`src/design/ntm_pkg.sv`:
```
`timescale 1ns / 1ps

package ntm_pkg;

	// item field widths
	localparam int SAMPLE_W = 12;
	localparam int SUM_W = 16;
	localparam int TEMP_W = 7;
	localparam int CHAN_W = 2;
	localparam int NUM_CHAN = 3;

	// calibration table
	localparam int ROM_SIZE = 126;
	localparam int ROM_IDX_W = 7;

	// register port
	localparam int ADDR_W = 5;
	localparam int DATA_W = 32;

	typedef logic [SAMPLE_W-1:0] sample_t;
	typedef logic [TEMP_W-1:0] temp_t;
	typedef logic [CHAN_W-1:0] chan_t;

	typedef enum logic [2:0] {
		REG_LIMIT_ONE   = 3'd0,
		REG_LIMIT_TWO   = 3'd1,
		REG_LIMIT_THREE = 3'd2,
		REG_DRIVE_EN    = 3'd3,
		REG_SYNC_HOLD   = 3'd4,
		REG_OUT_ALLOWED = 3'd5
	} reg_idx_t;

	typedef struct packed {
		logic [NUM_CHAN-1:0][TEMP_W-1:0] limit;
		logic                            drive_enable;
		logic                            sync_hold;
		logic                            outputs_allowed;
	} cfg_t;

	typedef enum logic [1:0] {
		ST_ACCUM,
		ST_DIVIDE,
		ST_SEARCH,
		ST_EMIT
	} state_t;

	typedef struct packed {
		logic take_sample;
		logic div_step;
		logic srch_step;
		logic emit;
	} cmd_t;

	typedef struct packed {
		logic last_sample;
		logic srch_last;
		logic out_free;
	} status_t;

	// thermistor converter codes, rising, one per degree
	localparam logic [SAMPLE_W-1:0] NTC_ROM [ROM_SIZE] = '{
		12'd981,  12'd1018, 12'd1056, 12'd1094, 12'd1133, 12'd1173, 12'd1214, 12'd1255,
		12'd1296, 12'd1338, 12'd1381, 12'd1424, 12'd1467, 12'd1511, 12'd1555, 12'd1599,
		12'd1644, 12'd1689, 12'd1734, 12'd1779, 12'd1824, 12'd1869, 12'd1914, 12'd1959,
		12'd2004, 12'd2048, 12'd2093, 12'd2137, 12'd2181, 12'd2225, 12'd2268, 12'd2311,
		12'd2353, 12'd2395, 12'd2436, 12'd2477, 12'd2518, 12'd2557, 12'd2596, 12'd2635,
		12'd2673, 12'd2710, 12'd2747, 12'd2782, 12'd2818, 12'd2852, 12'd2886, 12'd2919,
		12'd2951, 12'd2983, 12'd3014, 12'd3044, 12'd3074, 12'd3102, 12'd3130, 12'd3158,
		12'd3184, 12'd3210, 12'd3236, 12'd3260, 12'd3284, 12'd3308, 12'd3330, 12'd3353,
		12'd3374, 12'd3395, 12'd3415, 12'd3435, 12'd3454, 12'd3472, 12'd3490, 12'd3508,
		12'd3525, 12'd3541, 12'd3557, 12'd3573, 12'd3588, 12'd3602, 12'd3616, 12'd3630,
		12'd3643, 12'd3656, 12'd3669, 12'd3681, 12'd3693, 12'd3704, 12'd3715, 12'd3725,
		12'd3735, 12'd3745, 12'd3755, 12'd3764, 12'd3773, 12'd3782, 12'd3791, 12'd3799,
		12'd3807, 12'd3815, 12'd3823, 12'd3830, 12'd3837, 12'd3844, 12'd3851, 12'd3857,
		12'd3863, 12'd3869, 12'd3875, 12'd3881, 12'd3887, 12'd3893, 12'd3898, 12'd3903,
		12'd3908, 12'd3913, 12'd3918, 12'd3923, 12'd3928, 12'd3932, 12'd3936, 12'd3941,
		12'd3945, 12'd3949, 12'd3953, 12'd3956, 12'd3960, 12'd3964
	};

endpackage

```
`src/design/ntm_in_if.sv`:
```
`timescale 1ns / 1ps

interface ntm_in_if;
	logic             valid;
	logic             ready;
	ntm_pkg::sample_t adc_sample;

	modport source (output valid, output adc_sample, input ready);
	modport sink (input valid, input adc_sample, output ready);
endinterface

```
`src/design/ntm_out_if.sv`:
```
`timescale 1ns / 1ps

interface ntm_out_if;
	logic             valid;
	logic             ready;
	ntm_pkg::chan_t   channel;
	ntm_pkg::sample_t average;
	ntm_pkg::temp_t   temperature;
	logic             relay_one;
	logic             relay_two;
	logic             relay_three;

	modport source (
		output valid, output channel, output average, output temperature,
		output relay_one, output relay_two, output relay_three,
		input ready
	);
	modport sink (
		input valid, input channel, input average, input temperature,
		input relay_one, input relay_two, input relay_three,
		output ready
	);
endinterface

```
`src/design/ntm_regs.sv`:
```
`timescale 1ns / 1ps

module ntm_regs (
	input  logic                        clk,
	input  logic                        arst_n,
	input  logic                        psel,
	input  logic                        penable,
	input  logic                        pwrite,
	input  logic [ntm_pkg::ADDR_W-1:0]  paddr,
	input  logic [ntm_pkg::DATA_W-1:0]  pwdata,
	output logic [ntm_pkg::DATA_W-1:0]  prdata,
	output logic                        pready,
	output ntm_pkg::cfg_t               cfg
);

	ntm_pkg::cfg_t     cfg_q;
	ntm_pkg::reg_idx_t idx;
	logic              wr_en;

	assign idx    = ntm_pkg::reg_idx_t'(paddr[ntm_pkg::ADDR_W-1:2]);
	assign wr_en  = psel & penable & pwrite;
	assign pready = 1'b1;
	assign cfg    = cfg_q;

	// register writes on the access cycle
	always_ff @(posedge clk or negedge arst_n) begin
		if (!arst_n) begin
			cfg_q <= '0;
		end else if (wr_en) begin
			case (idx)
				ntm_pkg::REG_LIMIT_ONE: begin
					cfg_q.limit[0] <= pwdata[ntm_pkg::TEMP_W-1:0];
				end
				ntm_pkg::REG_LIMIT_TWO: begin
					cfg_q.limit[1] <= pwdata[ntm_pkg::TEMP_W-1:0];
				end
				ntm_pkg::REG_LIMIT_THREE: begin
					cfg_q.limit[2] <= pwdata[ntm_pkg::TEMP_W-1:0];
				end
				ntm_pkg::REG_DRIVE_EN: begin
					cfg_q.drive_enable <= pwdata[0];
				end
				ntm_pkg::REG_SYNC_HOLD: begin
					cfg_q.sync_hold <= pwdata[0];
				end
				ntm_pkg::REG_OUT_ALLOWED: begin
					cfg_q.outputs_allowed <= pwdata[0];
				end
				default: begin
				end
			endcase
		end
	end

	// read mux
	always_comb begin
		case (idx)
			ntm_pkg::REG_LIMIT_ONE:   prdata = ntm_pkg::DATA_W'(cfg_q.limit[0]);
			ntm_pkg::REG_LIMIT_TWO:   prdata = ntm_pkg::DATA_W'(cfg_q.limit[1]);
			ntm_pkg::REG_LIMIT_THREE: prdata = ntm_pkg::DATA_W'(cfg_q.limit[2]);
			ntm_pkg::REG_DRIVE_EN:    prdata = ntm_pkg::DATA_W'(cfg_q.drive_enable);
			ntm_pkg::REG_SYNC_HOLD:   prdata = ntm_pkg::DATA_W'(cfg_q.sync_hold);
			ntm_pkg::REG_OUT_ALLOWED: prdata = ntm_pkg::DATA_W'(cfg_q.outputs_allowed);
			default:                  prdata = '0;
		endcase
	end

endmodule

```
`src/design/ntm_ctrl.sv`:
```
`timescale 1ns / 1ps

module ntm_ctrl (
	input  logic             clk,
	input  logic             arst_n,
	input  logic             in_valid,
	output logic             in_ready,
	input  ntm_pkg::status_t status,
	output ntm_pkg::cmd_t    cmd
);

	ntm_pkg::state_t state_q;
	ntm_pkg::state_t state_nxt;

	always_ff @(posedge clk or negedge arst_n) begin
		if (!arst_n) begin
			state_q <= ntm_pkg::ST_ACCUM;
		end else begin
			state_q <= state_nxt;
		end
	end

	// next state
	always_comb begin
		state_nxt = state_q;
		case (state_q)
			ntm_pkg::ST_ACCUM: begin
				if (in_valid && status.last_sample) state_nxt = ntm_pkg::ST_DIVIDE;
			end
			ntm_pkg::ST_DIVIDE: begin
				state_nxt = ntm_pkg::ST_SEARCH;
			end
			ntm_pkg::ST_SEARCH: begin
				if (status.srch_last) state_nxt = ntm_pkg::ST_EMIT;
			end
			ntm_pkg::ST_EMIT: begin
				if (status.out_free) state_nxt = ntm_pkg::ST_ACCUM;
			end
			default: begin
				state_nxt = ntm_pkg::ST_ACCUM;
			end
		endcase
	end

	// datapath commands
	always_comb begin
		cmd      = '0;
		in_ready = 1'b0;
		case (state_q)
			ntm_pkg::ST_ACCUM: begin
				in_ready        = 1'b1;
				cmd.take_sample = in_valid;
			end
			ntm_pkg::ST_DIVIDE: begin
				cmd.div_step = 1'b1;
			end
			ntm_pkg::ST_SEARCH: begin
				cmd.srch_step = 1'b1;
			end
			ntm_pkg::ST_EMIT: begin
				cmd.emit = status.out_free;
			end
			default: begin
			end
		endcase
	end

endmodule

```
`src/design/ntm_dp.sv`:
```
`timescale 1ns / 1ps

module ntm_dp #(
	parameter int TABLE_ENTRIES    = 126,
	parameter int SAMPLES_PER_READ = 10
) (
	input  logic             clk,
	input  logic             arst_n,
	input  ntm_pkg::cmd_t    cmd,
	output ntm_pkg::status_t status,
	input  ntm_pkg::cfg_t    cfg,
	input  ntm_pkg::sample_t adc_sample,
	output logic             out_valid,
	input  logic             out_ready,
	output ntm_pkg::chan_t   channel,
	output ntm_pkg::sample_t average,
	output ntm_pkg::temp_t   temperature,
	output logic             relay_one,
	output logic             relay_two,
	output logic             relay_three
);

	localparam int CNT_W = $clog2(SAMPLES_PER_READ + 1);
	localparam int N_EFF = (TABLE_ENTRIES > ntm_pkg::ROM_SIZE) ? ntm_pkg::ROM_SIZE
	                                                            : TABLE_ENTRIES;
	localparam int IW    = ntm_pkg::ROM_IDX_W;
	localparam int SW    = ntm_pkg::SUM_W;
	localparam int NC    = ntm_pkg::NUM_CHAN;
	localparam int TW    = ntm_pkg::TEMP_W;
	localparam int PW    = 2 * SW + 1;

	// reciprocal of the sample count, rounded up, exact for any 16-bit sum
	localparam int            DIV_SH = SW + $clog2(SAMPLES_PER_READ);
	localparam logic [SW:0]   RECIP  = (SW + 1)'(((64'd1 << DIV_SH) +
	                                   64'(SAMPLES_PER_READ) - 64'd1) /
	                                   64'(SAMPLES_PER_READ));

	localparam logic [CNT_W-1:0] CNT_LAST = CNT_W'(SAMPLES_PER_READ - 1);
	localparam logic [IW-1:0]    IDX_LAST = IW'(N_EFF - 2);

	// accumulator
	logic [SW-1:0]    sum_q;
	logic [CNT_W-1:0] count_q;
	logic [SW-1:0]    sum_nxt;

	// divider: num_q holds the finished sum, avg_q the quotient
	logic [SW-1:0]    num_q;
	logic [PW-1:0]    prod;
	ntm_pkg::sample_t avg_q;

	// table scan
	logic [IW-1:0]    idx_q;
	ntm_pkg::temp_t   found_q;
	ntm_pkg::sample_t rom_lo;
	ntm_pkg::sample_t rom_hi;

	// channel state and result register
	ntm_pkg::chan_t           chan_q;
	logic [NC-1:0][TW-1:0]    temps_q;
	logic [NC-1:0]            relay_q;
	logic [NC-1:0][TW-1:0]    temps_nxt;
	logic [NC-1:0]            relay_nxt;
	logic                     out_valid_q;
	ntm_pkg::chan_t           chan_o_q;
	ntm_pkg::sample_t         avg_o_q;
	ntm_pkg::temp_t           temp_o_q;
	logic [NC-1:0]            relay_o_q;

	assign sum_nxt = sum_q + SW'(adc_sample);

	// sample accumulation
	always_ff @(posedge clk or negedge arst_n) begin
		if (!arst_n) begin
			sum_q   <= '0;
			count_q <= '0;
		end else if (cmd.take_sample) begin
			if (count_q == CNT_LAST) begin
				sum_q   <= '0;
				count_q <= '0;
			end else begin
				sum_q   <= sum_nxt;
				count_q <= count_q + CNT_W'(1);
			end
		end
	end

	// divide by the sample count as a multiply by its reciprocal, registered in the divide state
	assign prod = PW'(num_q) * PW'(RECIP);

	always_ff @(posedge clk) begin
		if (cmd.take_sample && count_q == CNT_LAST) begin
			num_q <= sum_nxt;
		end
		if (cmd.div_step) begin
			avg_q <= prod[DIV_SH +: ntm_pkg::SAMPLE_W];
		end
	end

	// table scan, one bracket per cycle
	assign rom_lo = ntm_pkg::NTC_ROM[idx_q];
	assign rom_hi = ntm_pkg::NTC_ROM[idx_q + IW'(1)];

	always_ff @(posedge clk) begin
		if (cmd.div_step) begin
			idx_q   <= '0;
			found_q <= '0;
		end else if (cmd.srch_step) begin
			if (avg_q >= rom_lo && avg_q < rom_hi) found_q <= TW'(idx_q);
			idx_q <= idx_q + IW'(1);
		end
	end

	// relay rule on the updated temperatures
	always_comb begin
		for (int k = 0; k < NC; k++) begin
			temps_nxt[k] = (chan_q == ntm_pkg::CHAN_W'(k)) ? found_q : temps_q[k];
			if (cfg.outputs_allowed) begin
				relay_nxt[k] = ~((temps_nxt[k] < cfg.limit[k]) & cfg.drive_enable &
				                 ~cfg.sync_hold);
			end else begin
				relay_nxt[k] = relay_q[k];
			end
		end
	end

	// channel state update and output handshake
	always_ff @(posedge clk or negedge arst_n) begin
		if (!arst_n) begin
			chan_q      <= '0;
			temps_q     <= '0;
			relay_q     <= '1;
			out_valid_q <= 1'b0;
		end else if (cmd.emit) begin
			chan_q      <= (chan_q == ntm_pkg::CHAN_W'(NC - 1)) ? '0
			                                                    : chan_q + ntm_pkg::CHAN_W'(1);
			temps_q     <= temps_nxt;
			relay_q     <= relay_nxt;
			out_valid_q <= 1'b1;
		end else if (out_ready) begin
			out_valid_q <= 1'b0;
		end
	end

	// result payload
	always_ff @(posedge clk) begin
		if (cmd.emit) begin
			chan_o_q  <= chan_q;
			avg_o_q   <= avg_q;
			temp_o_q  <= found_q;
			relay_o_q <= relay_nxt;
		end
	end

	assign status.last_sample = (count_q == CNT_LAST);
	assign status.srch_last   = (idx_q == IDX_LAST);
	assign status.out_free    = ~out_valid_q | out_ready;

	assign out_valid   = out_valid_q;
	assign channel     = chan_o_q;
	assign average     = avg_o_q;
	assign temperature = temp_o_q;
	assign relay_one   = relay_o_q[0];
	assign relay_two   = relay_o_q[1];
	assign relay_three = relay_o_q[2];

endmodule

```
`src/design/ntc_temperature_monitor_unit.sv`:
```
`timescale 1ns / 1ps
// after the last sample of a channel is taken, the average is divided out, the table
//   is scanned and the result item is registered in the emit state
// intake: samples are taken one per cycle, then input stalls for the divide step
//   (reciprocal multiply), the table scan (one entry per cycle) and the emit state,
//   and stays stalled longer if results stall
// reset: arst_n clears sums, counters, channel and temperatures, the relay state goes inactive (1)

module ntc_temperature_monitor_unit #(
	parameter int TABLE_ENTRIES    = 126,
	parameter int SAMPLES_PER_READ = 10
) (
	input  logic                       clk,
	input  logic                       arst_n,
	ntm_in_if.sink                     adc_in,
	ntm_out_if.source                  res_out,
	input  logic                       psel,
	input  logic                       penable,
	input  logic                       pwrite,
	input  logic [ntm_pkg::ADDR_W-1:0] paddr,
	input  logic [ntm_pkg::DATA_W-1:0] pwdata,
	output logic [ntm_pkg::DATA_W-1:0] prdata,
	output logic                       pready
);

	ntm_pkg::cfg_t    cfg;
	ntm_pkg::cmd_t    cmd;
	ntm_pkg::status_t status;

	ntm_regs u_regs (
		.clk     (clk),
		.arst_n  (arst_n),
		.psel    (psel),
		.penable (penable),
		.pwrite  (pwrite),
		.paddr   (paddr),
		.pwdata  (pwdata),
		.prdata  (prdata),
		.pready  (pready),
		.cfg     (cfg)
	);

	ntm_ctrl u_ctrl (
		.clk      (clk),
		.arst_n   (arst_n),
		.in_valid (adc_in.valid),
		.in_ready (adc_in.ready),
		.status   (status),
		.cmd      (cmd)
	);

	ntm_dp #(
		.TABLE_ENTRIES    (TABLE_ENTRIES),
		.SAMPLES_PER_READ (SAMPLES_PER_READ)
	) u_dp (
		.clk         (clk),
		.arst_n      (arst_n),
		.cmd         (cmd),
		.status      (status),
		.cfg         (cfg),
		.adc_sample  (adc_in.adc_sample),
		.out_valid   (res_out.valid),
		.out_ready   (res_out.ready),
		.channel     (res_out.channel),
		.average     (res_out.average),
		.temperature (res_out.temperature),
		.relay_one   (res_out.relay_one),
		.relay_two   (res_out.relay_two),
		.relay_three (res_out.relay_three)
	);

endmodule

```
`src/flat_wrapper.sv`:
```
// flat-port wrapper written by rule: the top's interface ports become plain ports
module ntc_temperature_monitor_unit_flat 
#(
	parameter int TABLE_ENTRIES    = 126,
	parameter int SAMPLES_PER_READ = 10
)
  (clk, arst_n, psel, penable, pwrite, paddr, pwdata, prdata, pready, adc_in_valid, adc_in_adc_sample, adc_in_ready, res_out_valid, res_out_channel, res_out_average, res_out_temperature, res_out_relay_one, res_out_relay_two, res_out_relay_three, res_out_ready);
  ntm_in_if adc_in_i ();
  ntm_out_if res_out_i ();
  input  logic clk;
  input  logic arst_n;
  input  logic psel;
  input  logic penable;
  input  logic pwrite;
  input  logic [ntm_pkg::ADDR_W-1:0] paddr;
  input  logic [ntm_pkg::DATA_W-1:0] pwdata;
  output logic [ntm_pkg::DATA_W-1:0] prdata;
  output logic pready;
  input wire logic [$bits(adc_in_i.valid)-1:0] adc_in_valid;
  input wire logic [$bits(adc_in_i.adc_sample)-1:0] adc_in_adc_sample;
  output wire logic [$bits(adc_in_i.ready)-1:0] adc_in_ready;
  output wire logic [$bits(res_out_i.valid)-1:0] res_out_valid;
  output wire logic [$bits(res_out_i.channel)-1:0] res_out_channel;
  output wire logic [$bits(res_out_i.average)-1:0] res_out_average;
  output wire logic [$bits(res_out_i.temperature)-1:0] res_out_temperature;
  output wire logic [$bits(res_out_i.relay_one)-1:0] res_out_relay_one;
  output wire logic [$bits(res_out_i.relay_two)-1:0] res_out_relay_two;
  output wire logic [$bits(res_out_i.relay_three)-1:0] res_out_relay_three;
  input wire logic [$bits(res_out_i.ready)-1:0] res_out_ready;
  assign adc_in_i.valid = adc_in_valid;
  assign adc_in_i.adc_sample = adc_in_adc_sample;
  assign adc_in_ready = adc_in_i.ready;
  assign res_out_valid = res_out_i.valid;
  assign res_out_channel = res_out_i.channel;
  assign res_out_average = res_out_i.average;
  assign res_out_temperature = res_out_i.temperature;
  assign res_out_relay_one = res_out_i.relay_one;
  assign res_out_relay_two = res_out_i.relay_two;
  assign res_out_relay_three = res_out_i.relay_three;
  assign res_out_i.ready = res_out_ready;
  ntc_temperature_monitor_unit #(.TABLE_ENTRIES(TABLE_ENTRIES), .SAMPLES_PER_READ(SAMPLES_PER_READ)) u_core (.clk(clk), .arst_n(arst_n), .adc_in(adc_in_i), .res_out(res_out_i), .psel(psel), .penable(penable), .pwrite(pwrite), .paddr(paddr), .pwdata(pwdata), .prdata(prdata), .pready(pready));
endmodule
```
`config.mk`:
```
export PLATFORM = sky130hd
export DESIGN_NAME = ntc_temperature_monitor_unit_flat
export DESIGN_NICKNAME = d
export VERILOG_FILES = /design/src/design/ntm_pkg.sv /design/src/design/ntm_in_if.sv /design/src/design/ntm_out_if.sv /design/src/design/ntm_regs.sv /design/src/design/ntm_ctrl.sv /design/src/design/ntm_dp.sv /design/src/design/ntc_temperature_monitor_unit.sv /design/src/flat_wrapper.sv
export SDC_FILE = /design/constraint.sdc
export NUM_CORES = 1
export LEC_CHECK = 0
export ABC_CLOCK_PERIOD_IN_PS = 14800
export BUFFER_PORTS_ARGS = -buffer_cell sky130_fd_sc_hd__clkbuf_2
export CORE_ASPECT_RATIO = 0.7
export CORE_UTILIZATION = 62
export DETAILED_ROUTE_END_ITERATION = 12
export PLACE_DENSITY = 0.8
export SLEW_MARGIN = 20
export SYNTH_ARGS = -nofsm -noshare
export SYNTH_HDL_FRONTEND = slang
export SYNTH_SLANG_ARGS = --single-unit
export TNS_END_PERCENT = 50
```
`constraint.sdc`:
```
create_clock -name clk -period 14.8 [get_ports clk]
set_input_delay 2.96 -clock clk [delete_from_list [all_inputs] [get_ports clk]]
set_output_delay 2.96 -clock clk [all_outputs]
set_load 0.005 [all_outputs]
```
=== After elaboration in Yosys (flattened, before gate mapping) ===
Memories as Yosys holds them, arrays and structs flattened.
Cells that the tools add are included.

* Output and inout port bits: 59
* ROM bits: 3,072
* Flip-flop bits (word level): 139
* Word-level logic and storage cells: 108
* Memories kept: 2
* Input port bits: 56

{| class="wikitable"
|+ Memory list
! memory !! words !! width !! rd ports !! clocked after Yosys merged registers in !! wr ports !! line !! source
|-
| (no name shown) || 128 || 12 || 1 || 0 || 0 || ntm_dp.sv:101 || <nowiki>assign rom_hi = ntm_pkg::NTC_ROM[idx_q + IW'(1)];</nowiki>
|-
| (no name shown) || 128 || 12 || 1 || 0 || 0 || ntm_dp.sv:100 || <nowiki>assign rom_lo = ntm_pkg::NTC_ROM[idx_q];</nowiki>
|}

* Equality and inequality tests: 15
* $add $sub $neg: 4
* Magnitude comparators: 7
* Reduce and logical (&&, ||, !) cells: 15
* Mux-type cells: 25
* Bitwise logic cells: 16
* Multiply operators: 1

{| class="wikitable"
|+ Operator list
! kind !! count
|-
| 12-bit 2-to-1 mux || 4
|-
| 7-bit case mux with 6 select lines || 1
|-
| 16-bit by 16-bit multiplier with 31-bit output (second input constant) || 1
|-
| 7-bit < comparator || 3
|-
| 7-bit 2-to-1 mux || 3
|-
| 16-bit by 12-bit adder with 16-bit output || 1
|-
| 8-bit >= comparator (second input constant) || 2
|-
| 16-bit 2-to-1 mux || 1
|-
| 7-bit NOT with 8-bit output || 2
|-
| 2-bit AND reduction || 7
|-
| 12-bit >= comparator || 1
|-
| 12-bit < comparator || 1
|-
| 1-bit 2-to-1 mux || 10
|-
| 1-bit bitwise AND || 8
|-
| 2-bit 2-to-1 mux || 4
|-
| 2-bit case mux with 4 select lines || 1
|-
| 7-bit by 1-bit adder with 7-bit output (second input constant) || 1
|-
| 7-bit == test (second input constant) || 1
|-
| 2-bit == test (second input constant) || 3
|-
| 3-bit by 2-bit == test with 1-bit output (second input constant) || 2
|-
| 3-bit == test (second input constant) || 2
|-
| 1-bit NOT || 5
|-
| 4-bit by 1-bit adder with 4-bit output (second input constant) || 1
|-
| 2-bit by 1-bit == test with 1-bit output (second input constant) || 2
|-
| 12 further kinds || 16
|}

=== Depth between registers and ports, before layout ===
* Word-level depth: 8
* Mapped depth: 22
* Gate-level depth less buffers: 18

=== Cells and area by module ===
Synthesis repeated with hierarchy kept, for this count alone.

* Cells, all modules: 1,739
* Area, all modules: 15,731.3 um^2

{| class="wikitable"
|+ Modules (own cells, without submodules)
! module !! area each (um^2) !! cells an instance !! seq. area each (um^2) !! instances
|-
| ntm_dp || 14,102.3 || 1,598 || 3,021.6 || 1
|-
| ntm_regs || 1,450.1 || 123 || 600.6 || 1
|-
| ntm_ctrl || 178.9 || 18 || 50.0 || 1
|}

=== Worst setup path before layout ===
Ideal clock, no wire load.

* Kind: input -> output
* Start: input port paddr[3] (netlist bit)
* End: output port prdata[1] (netlist bit)
* Data required time: 11.840 ns
* Path slack: 8.085 ns
* Arrival time: 3.755 ns
* Buffers on the path: 1
* Cell stages on the path: 5
* Path through: buf_1 mux2i_1 nor2_1 a21oi_1 nor2_1

* Word-level cells in the longest chain between the ends: 2
* Elaborated cells between the ends (all ways): 7
* Those cells by class: eq/ne: 5; mux: 1; reduce/logical: 1

{| class="wikitable"
|+ RTL lines
! item !! line !! source
|-
| from (decl) || flat_wrapper.sv:15 || <nowiki>input logic [ntm_pkg::ADDR_W-1:0] paddr;</nowiki>
|-
| 3-bit == test, or another cell as far along || ntm_regs.sv:57 || <nowiki>case (idx)</nowiki>
|-
| 7-bit case mux with 6 select lines (*) || ntm_regs.sv:57 ||
|-
| to (decl) || flat_wrapper.sv:17 || <nowiki>output logic [ntm_pkg::DATA_W-1:0] prdata;</nowiki>
|}

Mark *: on every way between the ends. The rest lies on a longest branch, timed or not.

=== Worst setup path in the final report ===
* Start: input port paddr[2] (netlist bit)
* End: output port prdata[4] (netlist bit)

Same word-level chain as after synthesis.

==> metrics.md <==
| Metric | Value |
|---|---|
| Status | finished, final reports clean |
| Most frequent cells in the layout | inv_1 (223), ha_1 (201), nand2_1 (180), o21ai_0 (139), nor2_1 (118) |
| Synth unique cells | 90 |
| Switching share of power | 49.1% |
| Die footprint | 25900 um2 |
| RSZ-0062 raised after global routing | no |
| Storage element area | between 3000 and 4000 um2 |
| CP cell instances | clkbuf_2, nor2b_1, a21oi_1, nor2_1, clkbuf_2 |
| Post-CTS resize count | 0 |
| CP peak stage delay | 450 ps |
| Commonest non-fill, non-tap cell in the layout | inv_1 |
| Most used cell, CP | clkbuf_2 |
| Synth top area share | 16.1% |
| Pins Over Slew Limit | 0 |
| Proportion of layout cells with a drive suffix above 1 | under 10% |
| Register share of total power | 19.2% |
| Clk pin slew, worst setup/hold paths | 60 ps |
| Largest net degree at the start of global routing | between 70 and 80 |
| Post-Syn Area | about 16000 um2 |
| Ports | 115 |
| Internal reg-to-reg setup slack | 8250 ps |
| CTS buffer count | 17 |
| Crit-path slowest cell | nor2b_1 |
| Cts hold-fix bufs | 0 |
| Setup bufs post-CTS | 0 |
| Crit-path max FO | 16 |
| Seq/Total Area, Yosys | 23.5% |
| Detail Route Antenna Nets | 0 |
| Synth area leaders | ha_1 (16%), dfrtp_1 (11%), fa_1 (11%) |
| Detailed-route DRC error count | 0 |
| Overall via count from detail_route | 13700 |
| Vias in the first global route | between 10000 and 15000 |
| First-pass GRT wire length | 68800 um |
| Vias per cell | 6.34 |
| Clk buf depth | 2 |
| Final setup margin | 7750 ps |
| FF-to-FF Start | u_core.u_dp.num_q[3]$_DFFE_PP_ |
| Inst Count DP | 2125 |
| Clk_lat worst skew | 450 ps |
| # fillers | 1969 |
| Skew final | 11.0 ps |
| Nets@finish | 2159 |
| Synth Register Bits | 139 |
| Core ar. | roughly 25000 um2 |
| Root buf cell | clkbuf_16 |
| Routed wire length | between 40000 and 50000 um |
| CTS Sinks | 139 |
| Drt first pass iters | 6 |
| Final setup vio count | 0 |
| Max Cap Viol | 0 |
| Layout Cells excl Fill | 2157 |
| Ys Warns | 0 |
| RePlAce Congestion | 0.964 |
| Clock network power share | approximately an eighth |
| Syn Area/Cell | 8.61 um2 |
| Cell count after synthesis | 1818 |
| DRT iter0 DRCs | about 1700 |
| Comb power frac | 68.5% |
| Critical Path Sink Type | primary output |
| Synth-to-layout area growth | 6.12% |
| Critical Path Source Type | primary input |
| Peak VDD IR | 0.149 mV |
| Post-DP HPWL | 31800 um |
| Area of the multi-input gates | about 11000 um2 |
| Die X | 192 um |
| Initial antenna violation count | 0 |
| Final Util | approximately 67% |
| Setup TNS | 0 ps |
| Worst min path class | reg -> reg |
| Worst Max-Slew Pin Slew | 1080 ps |
| Worst r2r dst | u_core.u_dp.avg_q[9]$_DFFE_PN_ |
| Final worst path period share | 47.6% |
| Ant diodes | 0 |
| Ys async rst share | between 50 and 60% |
| Hold depth | 2 |
| CTS H-tree lvls | 4 |
| Leakage | around 7.7 nW |
| Initial Utilization | a little under two thirds |
| Min Tclk post-route | 7050 ps |
| CTS tree | built |
| Power per standard cell area | 220 nW/um2 |
| Gr ovfl total | 0 |
| WL per Instance | 20.0 um |
| Slew HR | 27.7% |
| Site row count | 48 |
| Post-synth EDFFs | 52 |
| Pint | 1.86 mW |
| Post-synth top area cell | ha_1 |
| Hold Crit Start | u_core.u_dp.temps_q[1]$_DFFE_PN0P_ |
| Hold endpoint | u_core.u_dp.temps_q[1]$_DFFE_PN0P_ |
| Setup WS pre-CTS | ~7700 ps |
| Final Hold Vio Count | 0 |
| Crit path required time | 11840 ps |
| Top_reg_cell synth | dfrtp_1 |
| Psw | 1.80 mW |
| Highest Clock Rate | 0.142 GHz |
| Kind of critical path | in -> out |
| R2R depth | 18 |
| CP arrival | between 4000 and 5000 ps |
| Die H | 135 um |
| Total track usage | 34.5% |
| PortBufs | 61 |
final cells by class:
type / instances / share of cell area [%]
multi-input combinational: 1348 / 63.7
inverter: 230 / 5.20
clock inverter: 13 / 1.00
clock buffer: 19 / 2.67
timing repair buffer: 83 / 2.85
tap: 325 / 2.45
sequential: 139 / 22.1
stage by stage:
stage                     power, mW  hold slack, ps  area, um2
after floorplan                2.51             444      15700
after global placement         3.04             457      16000
after detailed placement       3.15             466      16000
after CTS                      3.62             480      16600
after global routing           4.01             502      16600
final                          3.66             477      16600
metal layers:
metal	up-vias	GRT usage, %	wire length [um]
met1	6549	50.2	19300
met5	-	0	0
met4	0	7.76	729
met3	66	10.9	4890
met2	713	49.6	18300
li1	6352	-	-
worst max-delay path: cells and delay by family:
kind	cells	cell delay, ps
simple gates	2	570
buf+inv	2	380
compound gates	1	160
synth_stat cells (all sizes together) (6+ instances only):
| library cell | instances |
|---|---|
| a31oi | 16 |
| clkbuf | 50 |
| o31ai | 8 |
| a221oi | 14 |
| xnor2 | 34 |
| o221ai | 7 |
| nor3b | 6 |
| nor2 | 120 |
| o22ai | 11 |
| nand3 | 39 |
| xor2 | 18 |
| edfxtp | 52 |
| ha | 201 |
| a22o | 12 |
| o311ai | 21 |
| fa | 83 |
| dfxtp | 14 |
| nand2 | 181 |
| buf | 75 |
| o211ai | 26 |
| o21ai | 141 |
| and2 | 7 |
| a311oi | 14 |
| nor3 | 31 |
| dfrtp | 70 |
| a211oi | 34 |
| mux2i | 21 |
| mux2 | 22 |
| inv | 225 |
| nand2b | 16 |
| nand4 | 10 |
| a21o | 19 |
| and3 | 6 |
| a21boi | 7 |
| a21oi | 97 |
| o2111ai | 7 |
| nor2b | 16 |
| o21a | 10 |
cells by family (layout without fill, tap and decap cells):
group	Yosys count	in the layout	share of synthesized area, %
buffers and inverters	355	345	9.57
other	2	26	0.0480
AND/OR/NAND/NOR	452	452	13.1
AO/OA/AOI/OAI	489	489	20.7
flip-flops	139	139	23.5
multiplexers	45	45	3.21
XOR/XNOR	52	52	3.17
adder cells (fa/ha/maj)	284	284	26.7
sequential cells by signal, summed over array words and instances (netlist names), 4 cells and up:
signal and cells:
u_core.u_dp.average 12, u_core.u_dp.sum_q 16, u_core.u_dp.found_q 7, u_core.u_dp.num_q 16, u_core.u_dp.count_q 4, u_core.u_regs.cfg 24, u_core.u_dp.temperature 7, u_core.u_dp.avg_q 12
u_core.u_dp.idx_q 7, u_core.u_dp.temps_q 21
how the worst max path moves through the flow:
stage	from	end	slack [ps]	cells after the start
after floorplan	paddr[3]	prdata[1]	8090	5
after global placement	paddr[3]	prdata[0]	7760	5
after detailed placement	paddr[3]	prdata[0]	7750	5
after CTS	paddr[3]	prdata[0]	7740	5
after global routing	paddr[2]	prdata[1]	7620	5
final	paddr[2]	prdata[4]	7750	5
power groups by stage:
| stage | sequential (mW) | combinational [mW] | clock, mW |
|---|---|---|---|
| 2_1_floorplan | 0.666 | 1.85 | 0 |
| 3_3_place_gp | 0.697 | 2.34 | 0 |
| 3_5_place_dp | 0.702 | 2.45 | 0 |
| 4_1_cts | 0.697 | 2.47 | 0.455 |
| 5_1_grt | 0.712 | 2.83 | 0.468 |
| 6_report | 0.701 | 2.51 | 0.450 |
Power figures use the tool's default switching activity.
